==> src/design/slxfp_pkg.sv <==
// ----------------------------------------------------------------------------
// slxfp_pkg
// Shared types and constants for the length-prefixed frame parser.
// ----------------------------------------------------------------------------
`default_nettype none

package slxfp_pkg;

    localparam logic [7:0] SYNC_FIRST  = 8'hAA;
    localparam logic [7:0] SYNC_SECOND = 8'h55;

    localparam int FIFO_DEPTH_DEF = 4;
    localparam int S_TDATA_W      = 8;
    localparam int M_TDATA_W      = 56;

    typedef enum logic [2:0] {
        PH_SYNC0 = 3'd0,
        PH_SYNC1 = 3'd1,
        PH_LENHI = 3'd2,
        PH_LENLO = 3'd3,
        PH_CMD   = 3'd4,
        PH_PAY   = 3'd5,
        PH_CK    = 3'd6,
        PH_DONE  = 3'd7
    } phase_t;

    typedef enum logic [1:0] {
        ST_OK    = 2'd0,
        ST_SYNC  = 2'd1,
        ST_SHORT = 2'd2,
        ST_CKSUM = 2'd3
    } status_t;

    localparam logic KIND_PAYLOAD = 1'b0;
    localparam logic KIND_VERDICT = 1'b1;

    // One parsed input byte: a payload result, a verdict, or both
    typedef struct packed {
        logic        has_pay;
        logic        has_verdict;
        logic [7:0]  pay_byte;
        logic [15:0] pay_index;
        logic [7:0]  command;
        logic [15:0] length;
        status_t     status;
    } event_t;

    typedef struct packed {
        logic full;
        logic empty;
    } fifo_stat_t;

endpackage

`default_nettype wire

==> src/design/sync_length_xor_frame_parser.sv <==
// ----------------------------------------------------------------------------
// sync_length_xor_frame_parser
// Receive-side parser for AA 55 / length / command / payload / XOR frames.
// ----------------------------------------------------------------------------
//  channel | dir | tdata (low bit up)                                | tuser | tlast
//  s_      | in  | rx_byte[7:0]                                      |  -    | buffer_end
//  m_      | out | payload_byte, payload_index, command,             | kind  | last
//          |     | payload_length, status, 6 pad bits                |       |
//
// One byte is taken per cycle while the queue is not full. A byte that yields
// both a payload result and a verdict takes two output transfers; the event
// queue absorbs that and any back-pressure. Reset (aresetn, synchronous)
// clears parser and queue; s_tready drops only when the queue is full.
// ----------------------------------------------------------------------------
`default_nettype none

module sync_length_xor_frame_parser
    import slxfp_pkg::*;
#(
    parameter int FIFO_DEPTH = FIFO_DEPTH_DEF
) (
    input  wire logic                  aclk,
    input  wire logic                  aresetn,
    input  wire logic                  s_tvalid,
    output logic                       s_tready,
    input  wire logic [S_TDATA_W-1:0]  s_tdata,   // rx_byte[7:0]
    input  wire logic                  s_tlast,
    output logic                       m_tvalid,
    input  wire logic                  m_tready,
    output logic [M_TDATA_W-1:0]       m_tdata,   // byte[7:0] index[23:8] cmd[31:24]
                                                  // length[47:32] status[49:48]
    output logic                       m_tuser,   // kind
    output logic                       m_tlast
);

    event_t     ev_in, ev_out;
    logic       push, pop, accept;
    fifo_stat_t fstat;

    assign s_tready = !fstat.full;
    assign accept   = s_tvalid && s_tready;

    slxfp_front u_front (
        .aclk       (aclk),
        .aresetn    (aresetn),
        .accept     (accept),
        .rx_byte    (s_tdata),
        .buffer_end (s_tlast),
        .ev         (ev_in),
        .push       (push)
    );

    slxfp_fifo #(
        .DEPTH (FIFO_DEPTH)
    ) u_fifo (
        .aclk    (aclk),
        .aresetn (aresetn),
        .push    (push),
        .wr_data (ev_in),
        .pop     (pop),
        .rd_data (ev_out),
        .stat    (fstat)
    );

    slxfp_back u_back (
        .aclk     (aclk),
        .aresetn  (aresetn),
        .ev       (ev_out),
        .ev_avail (!fstat.empty),
        .pop      (pop),
        .m_tvalid (m_tvalid),
        .m_tready (m_tready),
        .m_tdata  (m_tdata),
        .m_tuser  (m_tuser),
        .m_tlast  (m_tlast)
    );

    a_queue_consistent: assert property (@(posedge aclk) disable iff (!aresetn)
        !(fstat.full && fstat.empty))
        else $error("queue reports full and empty together");

    a_verdict_is_last: assert property (@(posedge aclk) disable iff (!aresetn)
        (m_tvalid && m_tuser == KIND_VERDICT) |-> m_tlast)
        else $error("verdict not marked last");

    a_payload_status_ok: assert property (@(posedge aclk) disable iff (!aresetn)
        (m_tvalid && m_tuser == KIND_PAYLOAD) |-> (m_tdata[49:48] == ST_OK))
        else $error("payload result carries nonzero status");

    a_pop_has_data: assert property (@(posedge aclk) disable iff (!aresetn)
        pop |-> !fstat.empty)
        else $error("pop from empty queue");

endmodule

`default_nettype wire

==> src/design/slxfp_front.sv <==
// ----------------------------------------------------------------------------
// slxfp_front
// Byte-level frame parser: tracks header, payload and checksum, and turns
// each accepted byte into at most one event for the back end.
// ----------------------------------------------------------------------------
`default_nettype none

module slxfp_front
    import slxfp_pkg::*;
(
    input  wire logic       aclk,
    input  wire logic       aresetn,
    input  wire logic       accept,
    input  wire logic [7:0] rx_byte,
    input  wire logic       buffer_end,
    output event_t          ev,
    output logic            push
);

    phase_t      phase_reg,  phase_next;
    logic [15:0] length_reg, length_next;
    logic [15:0] count_reg,  count_next;
    logic [7:0]  xor_reg,    xor_next;
    logic [7:0]  cmd_reg,    cmd_next;

    logic    verdict;
    logic    pay;
    logic    show_cmd;
    logic    show_len;
    status_t status;
    logic [7:0] expected;

    always_ff @(posedge aclk) begin
        if (!aresetn) begin
            phase_reg  <= PH_SYNC0;
            length_reg <= '0;
            count_reg  <= '0;
            xor_reg    <= '0;
            cmd_reg    <= '0;
        end else if (accept) begin
            phase_reg  <= phase_next;
            length_reg <= length_next;
            count_reg  <= count_next;
            xor_reg    <= xor_next;
            cmd_reg    <= cmd_next;
        end
    end

    always_comb begin
        phase_next  = phase_reg;
        length_next = length_reg;
        count_next  = count_reg;
        xor_next    = xor_reg;
        cmd_next    = cmd_reg;
        verdict     = 1'b0;
        pay         = 1'b0;
        show_cmd    = 1'b0;
        show_len    = 1'b0;
        status      = ST_OK;
        expected    = (phase_reg == PH_SYNC0) ? SYNC_FIRST : SYNC_SECOND;

        unique case (phase_reg)
            PH_SYNC0, PH_SYNC1: begin
                if (rx_byte != expected) begin
                    verdict = 1'b1;
                    status  = ST_SYNC;
                end else begin
                    xor_next   = xor_reg ^ rx_byte;
                    phase_next = (phase_reg == PH_SYNC0) ? PH_SYNC1 : PH_LENHI;
                end
            end
            PH_LENHI: begin
                xor_next    = xor_reg ^ rx_byte;
                length_next = {rx_byte, 8'h00};
                phase_next  = PH_LENLO;
            end
            PH_LENLO: begin
                xor_next    = xor_reg ^ rx_byte;
                length_next = {length_reg[15:8], rx_byte};
                phase_next  = PH_CMD;
                show_len    = 1'b1;
            end
            PH_CMD: begin
                xor_next   = xor_reg ^ rx_byte;
                cmd_next   = rx_byte;
                phase_next = (length_reg == 16'd0) ? PH_CK : PH_PAY;
                show_len   = 1'b1;
                show_cmd   = 1'b1;
            end
            PH_PAY: begin
                xor_next   = xor_reg ^ rx_byte;
                pay        = 1'b1;
                count_next = count_reg + 16'd1;
                if (count_next == length_reg) begin
                    phase_next = PH_CK;
                end
                show_len   = 1'b1;
                show_cmd   = 1'b1;
            end
            PH_CK: begin
                verdict  = 1'b1;
                status   = (rx_byte == xor_reg) ? ST_OK : ST_CKSUM;
                show_len = 1'b1;
                show_cmd = 1'b1;
            end
            PH_DONE: begin
                show_len = 1'b1;
                show_cmd = 1'b1;
            end
            default: ;
        endcase

        // buffer ran out before the checksum byte
        if (!verdict && buffer_end && phase_reg != PH_CK && phase_reg != PH_DONE) begin
            verdict = 1'b1;
            status  = ST_SHORT;
        end
        if (verdict) begin
            phase_next = PH_DONE;
        end

        ev.has_pay     = pay;
        ev.has_verdict = verdict;
        ev.pay_byte    = rx_byte;
        ev.pay_index   = count_reg;
        ev.command     = show_cmd ? cmd_next : 8'h00;
        ev.length      = show_len ? length_next : 16'h0000;
        ev.status      = status;
        push           = accept && (pay || verdict);

        // every buffer starts a fresh frame
        if (buffer_end) begin
            phase_next  = PH_SYNC0;
            length_next = '0;
            count_next  = '0;
            xor_next    = '0;
            cmd_next    = '0;
        end
    end

endmodule

`default_nettype wire

==> src/design/slxfp_fifo.sv <==
// ----------------------------------------------------------------------------
// slxfp_fifo
// Small event queue between the parser and the result emitter.
// ----------------------------------------------------------------------------
`default_nettype none

module slxfp_fifo
    import slxfp_pkg::*;
#(
    parameter int DEPTH = FIFO_DEPTH_DEF
) (
    input  wire logic   aclk,
    input  wire logic   aresetn,
    input  wire logic   push,
    input  wire event_t wr_data,
    input  wire logic   pop,
    output event_t      rd_data,
    output fifo_stat_t  stat
);

    localparam int PTR_W = (DEPTH > 1) ? $clog2(DEPTH) : 1;
    localparam int CNT_W = $clog2(DEPTH + 1);
    localparam logic [PTR_W-1:0] LAST_PTR = PTR_W'(DEPTH - 1);
    localparam logic [CNT_W-1:0] FULL_CNT = CNT_W'(DEPTH);

    event_t             mem_reg [DEPTH];
    logic [PTR_W-1:0]   wr_ptr_reg, wr_ptr_next;
    logic [PTR_W-1:0]   rd_ptr_reg, rd_ptr_next;
    logic [CNT_W-1:0]   count_reg,  count_next;
    logic               do_push, do_pop;

    assign stat.full  = (count_reg == FULL_CNT);
    assign stat.empty = (count_reg == '0);
    assign do_push    = push && !stat.full;
    assign do_pop     = pop && !stat.empty;
    assign rd_data    = mem_reg[rd_ptr_reg];

    always_comb begin
        wr_ptr_next = wr_ptr_reg;
        rd_ptr_next = rd_ptr_reg;
        count_next  = count_reg;
        if (do_push) begin
            wr_ptr_next = (wr_ptr_reg == LAST_PTR) ? '0 : wr_ptr_reg + 1'b1;
        end
        if (do_pop) begin
            rd_ptr_next = (rd_ptr_reg == LAST_PTR) ? '0 : rd_ptr_reg + 1'b1;
        end
        if (do_push && !do_pop) begin
            count_next = count_reg + 1'b1;
        end else if (do_pop && !do_push) begin
            count_next = count_reg - 1'b1;
        end
    end

    always_ff @(posedge aclk) begin
        if (!aresetn) begin
            wr_ptr_reg <= '0;
            rd_ptr_reg <= '0;
            count_reg  <= '0;
        end else begin
            wr_ptr_reg <= wr_ptr_next;
            rd_ptr_reg <= rd_ptr_next;
            count_reg  <= count_next;
        end
    end

    always_ff @(posedge aclk) begin
        if (do_push) begin
            mem_reg[wr_ptr_reg] <= wr_data;
        end
    end

endmodule

`default_nettype wire

==> src/design/slxfp_back.sv <==
// ----------------------------------------------------------------------------
// slxfp_back
// Result emitter: holds one event and sends its payload result and/or
// verdict on the master stream, one request per cycle while m_tready is high.
// ----------------------------------------------------------------------------
`default_nettype none

module slxfp_back
    import slxfp_pkg::*;
(
    input  wire logic                  aclk,
    input  wire logic                  aresetn,
    input  wire event_t                ev,
    input  wire logic                  ev_avail,
    output logic                       pop,
    output logic                       m_tvalid,
    input  wire logic                  m_tready,
    output logic [M_TDATA_W-1:0]       m_tdata,
    output logic                       m_tuser,
    output logic                       m_tlast
);

    event_t cur_reg;
    logic   valid_reg, valid_next;
    logic   pay_sent_reg, pay_sent_next;
    logic   is_pay, take, finish, load;

    assign is_pay   = cur_reg.has_pay && !pay_sent_reg;
    assign m_tvalid = valid_reg;
    assign take     = valid_reg && m_tready;
    assign finish   = take && !(is_pay && cur_reg.has_verdict);
    assign load     = (!valid_reg || finish) && ev_avail;
    assign pop      = load;

    always_comb begin
        valid_next    = valid_reg;
        pay_sent_next = pay_sent_reg;
        if (load) begin
            valid_next    = 1'b1;
            pay_sent_next = 1'b0;
        end else if (finish) begin
            valid_next    = 1'b0;
        end else if (take) begin
            pay_sent_next = 1'b1;
        end
    end

    always_ff @(posedge aclk) begin
        if (!aresetn) begin
            valid_reg    <= 1'b0;
            pay_sent_reg <= 1'b0;
        end else begin
            valid_reg    <= valid_next;
            pay_sent_reg <= pay_sent_next;
        end
    end

    always_ff @(posedge aclk) begin
        if (load) begin
            cur_reg <= ev;
        end
    end

    always_comb begin
        m_tuser = is_pay ? KIND_PAYLOAD : KIND_VERDICT;
        m_tlast = !(is_pay && cur_reg.has_verdict);
        if (is_pay) begin
            m_tdata = {6'b0, ST_OK, cur_reg.length, cur_reg.command,
                       cur_reg.pay_index, cur_reg.pay_byte};
        end else begin
            m_tdata = {6'b0, cur_reg.status, cur_reg.length, cur_reg.command,
                       16'h0000, 8'h00};
        end
    end

endmodule

`default_nettype wire
==> config.mk <==
export PLATFORM = sky130hd
export DESIGN_NAME = sync_length_xor_frame_parser
export DESIGN_NICKNAME = d
export VERILOG_FILES = /design/src/design/slxfp_pkg.sv /design/src/design/sync_length_xor_frame_parser.sv /design/src/design/slxfp_front.sv /design/src/design/slxfp_fifo.sv /design/src/design/slxfp_back.sv
export SDC_FILE = /design/constraint.sdc
export NUM_CORES = 1
export LEC_CHECK = 0
export BUFFER_PORTS_ARGS = -buffer_cell sky130_fd_sc_hd__buf_2
export CAP_MARGIN = 10
export CELL_PAD_IN_SITES_DETAIL_PLACEMENT = 1
export CELL_PAD_IN_SITES_GLOBAL_PLACEMENT = 1
export CORE_ASPECT_RATIO = 1.1
export CORE_MARGIN = 2
export CORE_UTILIZATION = 55
export DETAILED_ROUTE_END_ITERATION = 10
export PLACE_DENSITY_LB_ADDON = 0.1
export RECOVER_POWER = 25
export SETUP_SLACK_MARGIN = 0.2
export SYNTH_ARGS = -nofsm -noshare
export SYNTH_HDL_FRONTEND = slang
export SYNTH_SLANG_ARGS = --single-unit
==> constraint.sdc <==
create_clock -name aclk -period 13.7 [get_ports aclk]
set_input_delay 1.37 -clock aclk [delete_from_list [all_inputs] [get_ports aclk]]
set_output_delay 1.37 -clock aclk [all_outputs]
set_load 0.1 [all_outputs]
Word-level counts from Yosys, hierarchy flattened
Memories as Yosys holds them, arrays and structs flattened. A register that Yosys moved wholly into a read port is not among the register bits.
Index checks and enable logic that the tools add are counted.
{ "op_classes": {"add_sub_neg": 5, "n_eq_ne": 18, "muxes": 39, "n_bitwise": 3, "reduce_logical": 41} }
{ "ops": {"columns": ["operator", "n"], "rows": [
  ["2-to-1 mux 16 bit", 4],
  ["2-to-1 mux 50 bit", 1],
  ["2-to-1 mux 8 bit", 6],
  ["one-hot mux 16 bit (2 select lines)", 1],
  ["2-to-1 mux 3 bit", 6],
  ["adder 16 x 1 -> 16 bit, second input constant", 1],
  ["== test 16 bit", 1],
  ["logical NOT 16 bit", 1],
  ["one-hot mux 8 bit (2 select lines)", 1],
  ["== test 3 bit, second input constant", 5],
  ["one-hot mux 3 bit (5 select lines)", 1],
  ["logical AND 1 bit", 14],
  ["2-to-1 mux 2 bit", 6],
  ["2-to-1 mux 1 bit", 11],
  ["!= test 3 bit, second input constant", 3],
  ["== test 8 bit", 1],
  ["logical NOT 1 bit", 8],
  ["!= test 8 bit", 1],
  ["OR reduction 4 bit", 2],
  ["XOR 8 bit", 1],
  ["nonzero test 7 bit", 1],
  ["== test 3 x 2 -> 1 bit, second input constant", 2],
  ["logical NOT 3 bit", 2],
  ["nonzero test 2 bit", 3],
  ["other kinds (17)", 23]
]} }
{ "totals": {"regBits": 60, "ramBits": 208, "mem_count": 1} }
{ "memory_table": {"columns": ["memory", "depth", "word_bits", "rd", "rd_ports_with_merged_regs", "write_ports", "line_no", "text"], "rows": [
  ["u_fifo.mem_reg", 4, 52, 1, 1, 1, "slxfp_fifo.sv:26", "event_t mem_reg [DEPTH];"]
]} }

Depth between registers and ports, before layout
Gate-level depths: netlist of run 1.
{ "depth": {"depth_word": 17, "depth_mapped": 11} }

By module
A second synthesis of run 1 with hierarchy kept.
{ "unflattened": {"cells_unflattened": 909, "hier_area_um2": 13897.1} }
{ "modules_own_cells": {"columns": ["module", "instances", "cells_per_inst", "area_each_um2"], "rows": [
  ["slxfp_fifo", 1, 323, 8045.2],
  ["slxfp_front", 1, 459, 3717.3],
  ["slxfp_back", 1, 124, 2120.8],
  ["sync_length_xor_frame_parser", 1, 3, 13.8]
]} }

Least setup slack after synthesis of run 1
OpenSTA, ideal clock, no wires.
{ "synth_timing": {"path_type": "input to register", "startpoint": "input port m_tready", "endpoint": "register u_fifo.count_reg[2]", "setup_ns": 0.076, "t_arrival_ns": 5.548, "required_ns": 13.624, "path_slack_ns": 8.076, "path_stages": 9, "n_path_buf": 0, "path_cell_list": "nand2_1 a21oi_1 inv_1 ha_1 inv_1 fa_1 xor2_1 or3_1 a21boi_0"} }
{ "synth_via": {"elab_chain_cells": 8, "elab_cells_between_ends": 10, "cone_classes": "mux (1); reduce/logical (9)"} }
{ "synth_rtl": {"columns": ["item", "line_no", "text"], "rows": [
  ["start, declared", "sync_length_xor_frame_parser.sv:29", "input wire logic m_tready,"],
  ["logical AND 1 bit (*)", "slxfp_back.sv:30", "assign take = valid_reg && m_tready;"],
  ["logical AND 1 bit (*)", "slxfp_back.sv:31", "assign finish = take && !(is_pay && cur_reg.has_verdict);"],
  ["logical OR 1 bit (*)", "slxfp_back.sv:32", "assign load = (!valid_reg || finish) && ev_avail;"],
  ["logical AND 1 bit (*)", "slxfp_back.sv:32", null],
  ["net pop", "sync_length_xor_frame_parser.sv:37", "logic push, pop, accept;"],
  ["logical AND 1 bit (*)", "slxfp_fifo.sv:35", "assign do_pop = pop && !stat.empty;"],
  ["logical NOT 1 bit", "slxfp_fifo.sv:48", "if (do_push && !do_pop) begin"],
  ["logical AND 1 bit", "slxfp_fifo.sv:48", null],
  ["2-to-1 mux 3 bit / nonzero test 2 bit (equally long branches)", null, null],
  ["end signal, assigned", "slxfp_fifo.sv:63", "count_reg <= count_next;"],
  ["end, declared", "slxfp_fifo.sv:29", "logic [CNT_W-1:0] count_reg, count_next;"]
]} }
The timed path passes the listed nets; every way through them passes the cells marked *.
A chain may end at the register's enable or synchronous reset.

Worst setup path in the final report of run 1
{ "layout_timing": {"startpoint": "input port s_tdata[0]", "endpoint": "memory u_fifo.mem_reg[2][49] (netlist name), enable pin"} }
{ "layout_via": {"elab_chain_cells": 13} }
{ "layout_rtl": {"columns": ["item", "line_no", "text"], "rows": [
  ["start, declared", "sync_length_xor_frame_parser.sv:26", "input wire logic [S_TDATA_W-1:0] s_tdata,"],
  ["!= test 8 bit (*)", "slxfp_front.sv:64", "if (rx_byte != expected) begin"],
  ["2-to-1 mux 1 bit (*)", "slxfp_front.sv:64", null],
  ["one-hot mux 1 bit (2 select lines) (*)", "slxfp_front.sv:62", "unique case (phase_reg)"],
  ["logical NOT 1 bit", "slxfp_front.sv:114", "if (!verdict && buffer_end && phase_reg != PH_CK && phase_reg != PH_DONE) begin"],
  ["logical AND 1 bit (3 in a row)", "slxfp_front.sv:114", null],
  ["2-to-1 mux 1 bit (*)", "slxfp_front.sv:114", null],
  ["logical OR 1 bit (*)", "slxfp_front.sv:129", "push = accept && (pay || verdict);"],
  ["logical AND 1 bit (*)", "slxfp_front.sv:129", null],
  ["logical AND 1 bit (*)", "slxfp_fifo.sv:34", "assign do_push = push && !stat.full;"],
  ["net u_fifo.do_push", "slxfp_fifo.sv:30", "logic do_push, do_pop;"],
  ["2-to-1 mux 1 bit (*)", "slxfp_fifo.sv:68", "if (do_push) begin"],
  ["2-to-1 mux 1 bit (implied by the code) (*)", "slxfp_fifo.sv:69", "mem_reg[wr_ptr_reg] <= wr_data;"],
  ["end, declared", "slxfp_fifo.sv:26", null]
]} }
Marks and branches as above.

==> results of run 1 <==
[synthesized netlist by cell type, types with 16 or more instances]
cell type | count | share of area, %
and2_1 | 34 | 1.6
mux4_2 | 52 | 8.8
dfxtp_1 | 60 | 9.0
buf_4 | 33 | 1.9
nor2b_1 | 59 | 2.8
a22oi_1 | 25 | 1.4
a21oi_1 | 16 | 0.60
edfxtp_1 | 260 | 58
clkbuf_1 | 28 | 0.79
nor2_1 | 25 | 0.70
o21ai_0 | 23 | 0.86
nand2_1 | 60 | 1.7
xnor2_1 | 27 | 1.8
[cell type report]
class | instances | area share (%)
well taps | 305 | 2.58
multi-input cells | 477 | 26.4
inverters | 10 | 0.254
repair buffers | 74 | 2.55
clock buffers | 42 | 6.10
clock inverters | 19 | 1.15
flip-flops and latches | 320 | 61.0
[routing by layer]
metal,track usage [%],vias up,share of wire [%]
li1,-,3373,-
met5,0,-,0
met2,44.2,222,53
met3,3.49,53,4.7
met1,32.1,3816,40
met4,6.88,0,2.3
[cells in the final DEF, fill, tap and decap left out, types with 8 or more instances in the layout]
| master | instances |
|---|---|
| a22o_1 | 8 |
| nor3_1 | 13 |
| nand3_1 | 11 |
| dfxtp_1 | 58 |
| a21boi_0 | 13 |
| o21ai_0 | 23 |
| clkbuf_16 | 35 |
| clkbuf_1 | 16 |
| nand3b_1 | 8 |
| nand4_1 | 11 |
| a21boi_1 | 8 |
| edfxtp_1 | 260 |
| and2_1 | 30 |
| xnor2_1 | 27 |
| a21oi_1 | 15 |
| nor2_1 | 25 |
| a22oi_1 | 25 |
| nand2_1 | 60 |
| buf_2 | 58 |
| mux4_2 | 52 |
| nor2b_1 | 58 |
| inv_1 | 9 |
[per-stage QoR]
step	setup WS [ps]	power, mW	instance area [um2]
final	9360	3.43	14800
after global placement	9250	2.54	13700
after CTS	9610	3.46	14800
after global routing	9120	3.55	14800
after floorplan	8080	2.39	13400
after detailed placement	9100	2.58	13700
[worst paths after layout]
path                            cells after the start                  from                    end
worst max-delay path                                7            s_tdata[0]  u_fifo.mem_reg[2][49]
worst min-delay path                                2    u_front.xor_reg[6]     u_front.xor_reg[6]
worst max register to register                     10  u_front.phase_reg[2]    u_fifo.count_reg[2]
worst min register to register                      2    u_front.xor_reg[6]     u_front.xor_reg[6]
[power by group]
part	leakage, nW	internal [mW]	switching (mW)
clock network	0.521	0.525	0.358
logic	1.39	0.270	0.959
registers	2.92	1.26	0.0539
[kinds of logic after synthesis]
logic type | synth area share [%]
flip-flops | 67.4
AND/OR/NAND/NOR | 10.6
AO/OA/AOI/OAI | 6.39
buffers and inverters | 3.75
multiplexers | 8.91
XOR/XNOR | 2.16
adder cells (fa/ha/maj) | 0.805
other | 0.0281
[critical path, stage by stage]
cell	delay, ps
clkbuf_1	490
and4bb_2	320
a2111oi_2	420
a2111oi_1	190
a21oi_2	440
and2_2	720
buf_4	490
==> summary.txt, run 1 <==
Yosys
  – Predominant post-synthesis flop cell: edfxtp_1
  – Syn avg cell area: 15.1 um2
  – Seq cells post-synth: 320
  – Post-synth EDFFs: 260
  – Async S/R FF share, synth: 0%
  – Cell variety after synth: 58
  – Yosys warns: 0
  – Syn Std Cell Area: 13400 um2
  – Mapped Cells: 883
  – Sequential-to-total area share from yosys stat: 67.4%

Pwr
  – PwrDens: 232 nW/um2
  – VDD IR max: 0.185 mV
  – Leak pwr: 4.83 nW

Timing
  – RSZ-0062 raised after global routing: no
  – Worst Hold Slack: 477 ps
  – Slew margin rel.: -0.298%
  – Setup TNS Final: 0 ps
  – Setup-failing EPs final: 0
  – Fin crit share: 31.7%
  – Clock Skew: 14.3 ps
  – Fin crit period: 4340 ps
  – Hold Violations, Final: 0
  – Fmax: 230 MHz
  – Tightest Pin Transition: 1500 ps
  – Final Slew Violations: 34

Finish
  – Footprint of the multi-input gates: 3890 um2
  – Post-Layout Cell Count: 1247
  – Core Util, Final: 62.2%
  – Synth-to-Final Area Change: 10.5%
  – Share of layout cells above drive strength 1: 19.6%
  – Antenna cells: 0
  – Register area: 9010 um2
  – Max FFs per register: 208
  – Layout fillers: 2191
  – Nets: 938

Clock tree
  – H-tree depth: 2
  – CTS tree: done
  – Num CTS Buffers: 34
  – Later-pin clock latency in the skew report: 500 ps
  – Post-CTS sizing: 0
  – Hold Buf Count CTS: 0
  – CTS Buffer Depth: 3
  – Clock slew at reported path FFs: 60 ps
  – Setup bufs post-CTS: 0
  – CTS Sinks: 320
  – Root Buffer: clkbuf_16

Drt
  – Residual DRC count: 0
  – First DRT Iteration DRCs: 437
  – Antenna-violating nets left: 0
  – Avg WL per Cell: 24.8 um
  – DR vias/cell: 5.99
  – DRT Pass-1 Iters: 5
  – WL final: 30.9 mm
  – Vias after detailed routing: 7464

Global route
  – GRT Util Overall: 24.8%
  – First-pass GRT wire length: 48.5 mm
  – Vias in the first global route: 8058
  – Largest net degree at the start of global routing: 63
  – Initial antenna violation count: 0
  – Aggregate global routing overflow: 0

Flow run
  – Max cap viols: 1

Setup path
  – Worst Path Arrival: 4480 ps
  – CP startpoint kind: primary input
  – FF-to-FF setup slack: 9500 ps
  – Setup CP Type: in -> reg
  – Crit path max fanout: 27
  – Critical Path RT: 13840 ps
  – Crit end category: flop

Floorplan
  – Die height: 168 um
  – Top-Level Pins: 73
  – Die Span X: 153 um
  – Starting density of the core: 56.2%
  – Area of the core: 23800 um2
  – Std-Cell Rows: 59
  – DIE AREA: 25600 um2

Run status
  – Violated checks: max-capacitance violations, max-slew violations
  – Outcome: finished, violations left

Hold path
  – Hold Crit Class: reg -> reg

Placement
  – RD Place Congestion: 0.843
  – PortBufs: 66
  – Dpl hpwl: 20.6 mm
  – Placed cells: 1186
Note: power is estimated with default switching activity, not from simulation.
==> run 2, diff against run 1 <==
--- a/config.mk
+++ b/config.mk
@@ -11,7 +11,7 @@
 export CELL_PAD_IN_SITES_GLOBAL_PLACEMENT = 1
 export CORE_ASPECT_RATIO = 1.1
 export CORE_MARGIN = 2
-export CORE_UTILIZATION = 55
+export CORE_UTILIZATION = 46
 export DETAILED_ROUTE_END_ITERATION = 10
 export PLACE_DENSITY_LB_ADDON = 0.1
 export RECOVER_POWER = 25
==> constraint.sdc (replaced) <==
create_clock -name aclk -period 3.5 [get_ports aclk]
set_input_delay 0.35 -clock aclk [delete_from_list [all_inputs] [get_ports aclk]]
set_output_delay 0.35 -clock aclk [all_outputs]
set_load 0.1 [all_outputs]
==> summary.txt, run 2 (synthesized netlist as in run 1, its figures left out) <==
Setup path
  – Critical Path RT: 3150 ps (-10690 ps)
  – Worst Path Arrival: 2730 ps (-1750 ps)
  – CP startpoint kind: flop
  – Crit-path cells: nor2b_2, clkbuf_1, and2_1, buf_2
  – Slowest cell on crit path: clkbuf_1
  – Crit path max fanout: 28 (+3.7%)
  – Worst stage delay on the critical path: 1020 ps (+300 ps)
  – Worst Setup SP: u_back.cur_reg[51]
  – FF-to-FF setup slack: 550 ps (-8950 ps)
  – Crit end category: primary output
  – Setup CP Type: reg -> out
  – Reg-to-Reg Start: u_front.phase_reg[0]
  – CP endpoint: m_tdata[12]
  – Worst reg2reg path depth: 10 (unchanged)
  – FF-to-FF End: u_fifo.count_reg[2]

Placement
  – RD Place Congestion: 0.847 (+0.55%)
  – Dpl hpwl: 19.3 mm (-6.1%)
  – PortBufs: 66 (unchanged)

Clock tree
  – Hold Buf Count CTS: 0 (unchanged)
  – Clock slew at reported path FFs: 60 ps (about the same)
  – Root Buffer: clkbuf_16
  – Later-pin clock latency in the skew report: 520 ps (+20 ps)
  – Num CTS Buffers: 34 (unchanged)
  – H-tree depth: 2 (unchanged)
  – CTS Buffer Depth: 3 (unchanged)
  – CTS tree: done
  – CTS Sinks: 320 (unchanged)

Global route
  – Initial antenna violation count: 0 (unchanged)
  – Largest net degree at the start of global routing: 63 (unchanged)
  – Vias in the first global route: 8200 (+1.8%)
  – First-pass GRT wire length: 48.1 mm (-0.91%)
  – GRT Util Overall: 20.6% (-4.2 points)
  – Aggregate global routing overflow: 0 (unchanged)

Timing
  – Final Slew Violations: 28 (-18%)
  – Setup-failing EPs final: 0 (unchanged)
  – Setup TNS Final: 0 ps (unchanged)
  – Slew margin rel.: -33.1% (-33 points)
  – Hold Violations, Final: 0 (unchanged)
  – Fmax: 325 MHz
  – Tightest Pin Transition: 1990 ps (+489 ps)
  – Clock Skew: 13.1 ps (-1.23 ps)
  – Fin crit period: 3080 ps
  – RSZ-0062 raised after global routing: no
  – Worst Hold Slack: 148 ps (-330 ps)
  – Fin crit share: 88.0%

Drt
  – Avg WL per Cell: 23.1 um (-6.9%)
  – First DRT Iteration DRCs: 475 (+8.7%)
  – Residual DRC count: 0 (unchanged)
  – WL final: 30.4 mm (-1.5%)
  – DRT Pass-1 Iters: 5 (unchanged)
  – DR vias/cell: 5.65 (-5.6%)
  – Vias after detailed routing: 7456 (-0.11%)
  – Antenna-violating nets left: 0 (unchanged)

Floorplan
  – DIE AREA: 30400 um2 (+19%)
  – Die Span X: 167 um (+9.1%)
  – Std-Cell Rows: 65 (+10%)
  – Area of the core: 28600 um2 (+20%)
  – Starting density of the core: 46.7% (-9.5 points)
  – Top-Level Pins: 73 (unchanged)
  – Die height: 183 um (+9.1%)

Finish
  – Register area: 9010 um2 (about the same)
  – Layout fillers: 2781 (+27%)
  – Antenna cells: 0 (unchanged)
  – Nets: 947 (+0.96%)
  – Synth-to-Final Area Change: 12.3%
  – Max FFs per register: 208 (unchanged)
  – Share of layout cells above drive strength 1: 18.7% (-0.94 points)
  – Footprint of the multi-input gates: 3900 um2 (about the same)
  – Commonest non-fill, non-tap cell in the layout: edfxtp_1
  – Most frequent cells in the layout: edfxtp_1 (260), nand2_1 (59), dfxtp_1 (59), nor2b_1 (58), mux4_2 (52)

Run status
  – Violated checks: max-capacitance violations, max-slew violations
  – Outcome: finished, violations left

Pwr
  – VDD IR max: 0.990 mV (+440%)
  – Leak pwr: 4.87 nW (+0.77%)
  – PwrDens: 910 nW/um2 (+290%)

Hold path
  – Hold Crit Class: in -> reg
  – Min-Delay Startpoint: m_tready

Flow run
  – Max cap viols: 1 (unchanged)
## run 2: cell types whose count changed in the layout (fill, tap and decap cells not counted), sizes merged
cell / previous run / this run
bufinv: 3 / 4
clkinvlp: 2 / 0
inv: 11 / 12
clkinv: 13 / 14
clkbuf: 51 / 78
buf: 65 / 47
## run 2: power by group
part | total [mW] | leakage [nW] | internal (mW) | switching (mW)
Combinational | 4.61 | 1.37 | 1.05 | 3.56
Clock | 3.74 | 0.590 | 2.25 | 1.49
Sequential | 5.31 | 2.91 | 4.93 | 0.386
## run 2: layer usage
metal	global-route usage, %	up-vias	wire length (um)
li1	-	3400	-
met2	34.9	137	15000
met3	2.98	55	996
met4	6.79	0	904
met5	0	-	0
met1	27.6	3864	13500
## run 2: worst min path at each step
| stage | cells after the start | slack (ps) | end |
|---|---|---|---|
| after floorplan | 0 | 450 | u_fifo.mem_reg[0][42] |
| after global placement | 2 | 460 | u_front.xor_reg[6] |
| after detailed placement | 2 | 470 | u_front.xor_reg[1] |
| after CTS | 3 | 130 | u_back.pay_sent_reg |
| after global routing | 3 | 170 | u_back.pay_sent_reg |
| final | 3 | 150 | u_back.pay_sent_reg |
## run 2: cell type report
type / instances / area share (%)
Clock buffer: 42 / 6.35
Inverter: 10 / 0.250
Sequential cell: 320 / 60.1
Clock inverter: 20 / 1.53
Tap cell: 368 / 3.07
Multi-Input combinational cell: 477 / 26.0
Timing Repair Buffer: 83 / 2.78
## run 2: what timing repair did
action | in CTS | in global routing
setup endpoints to repair | 0 | 1
gates resized for setup | 0 | 0
buffers inserted | 0 | 1
## run 2: critical path: cells and delay by family, from the launching register on
family                 cells  cell delay [ps]
AND/OR/NAND/NOR            2              430
buffers and inverters      2             1450
flip-flops                 1              310
## run 2: through the flow
step           power, mW  utilization (%)  setup WS [ps]  std cells  cell area (um2)
2_1_floorplan       9.33                -            180        888            13400
3_3_place_gp        10.0             48.5            336       1257            13900
3_5_place_dp        10.1             48.5            240       1257            13900
4_1_cts             13.9             52.6            363       1319            15100
5_1_grt             14.2             52.4            205       1320            15000
6_report            13.7             52.4            421       1320            15000
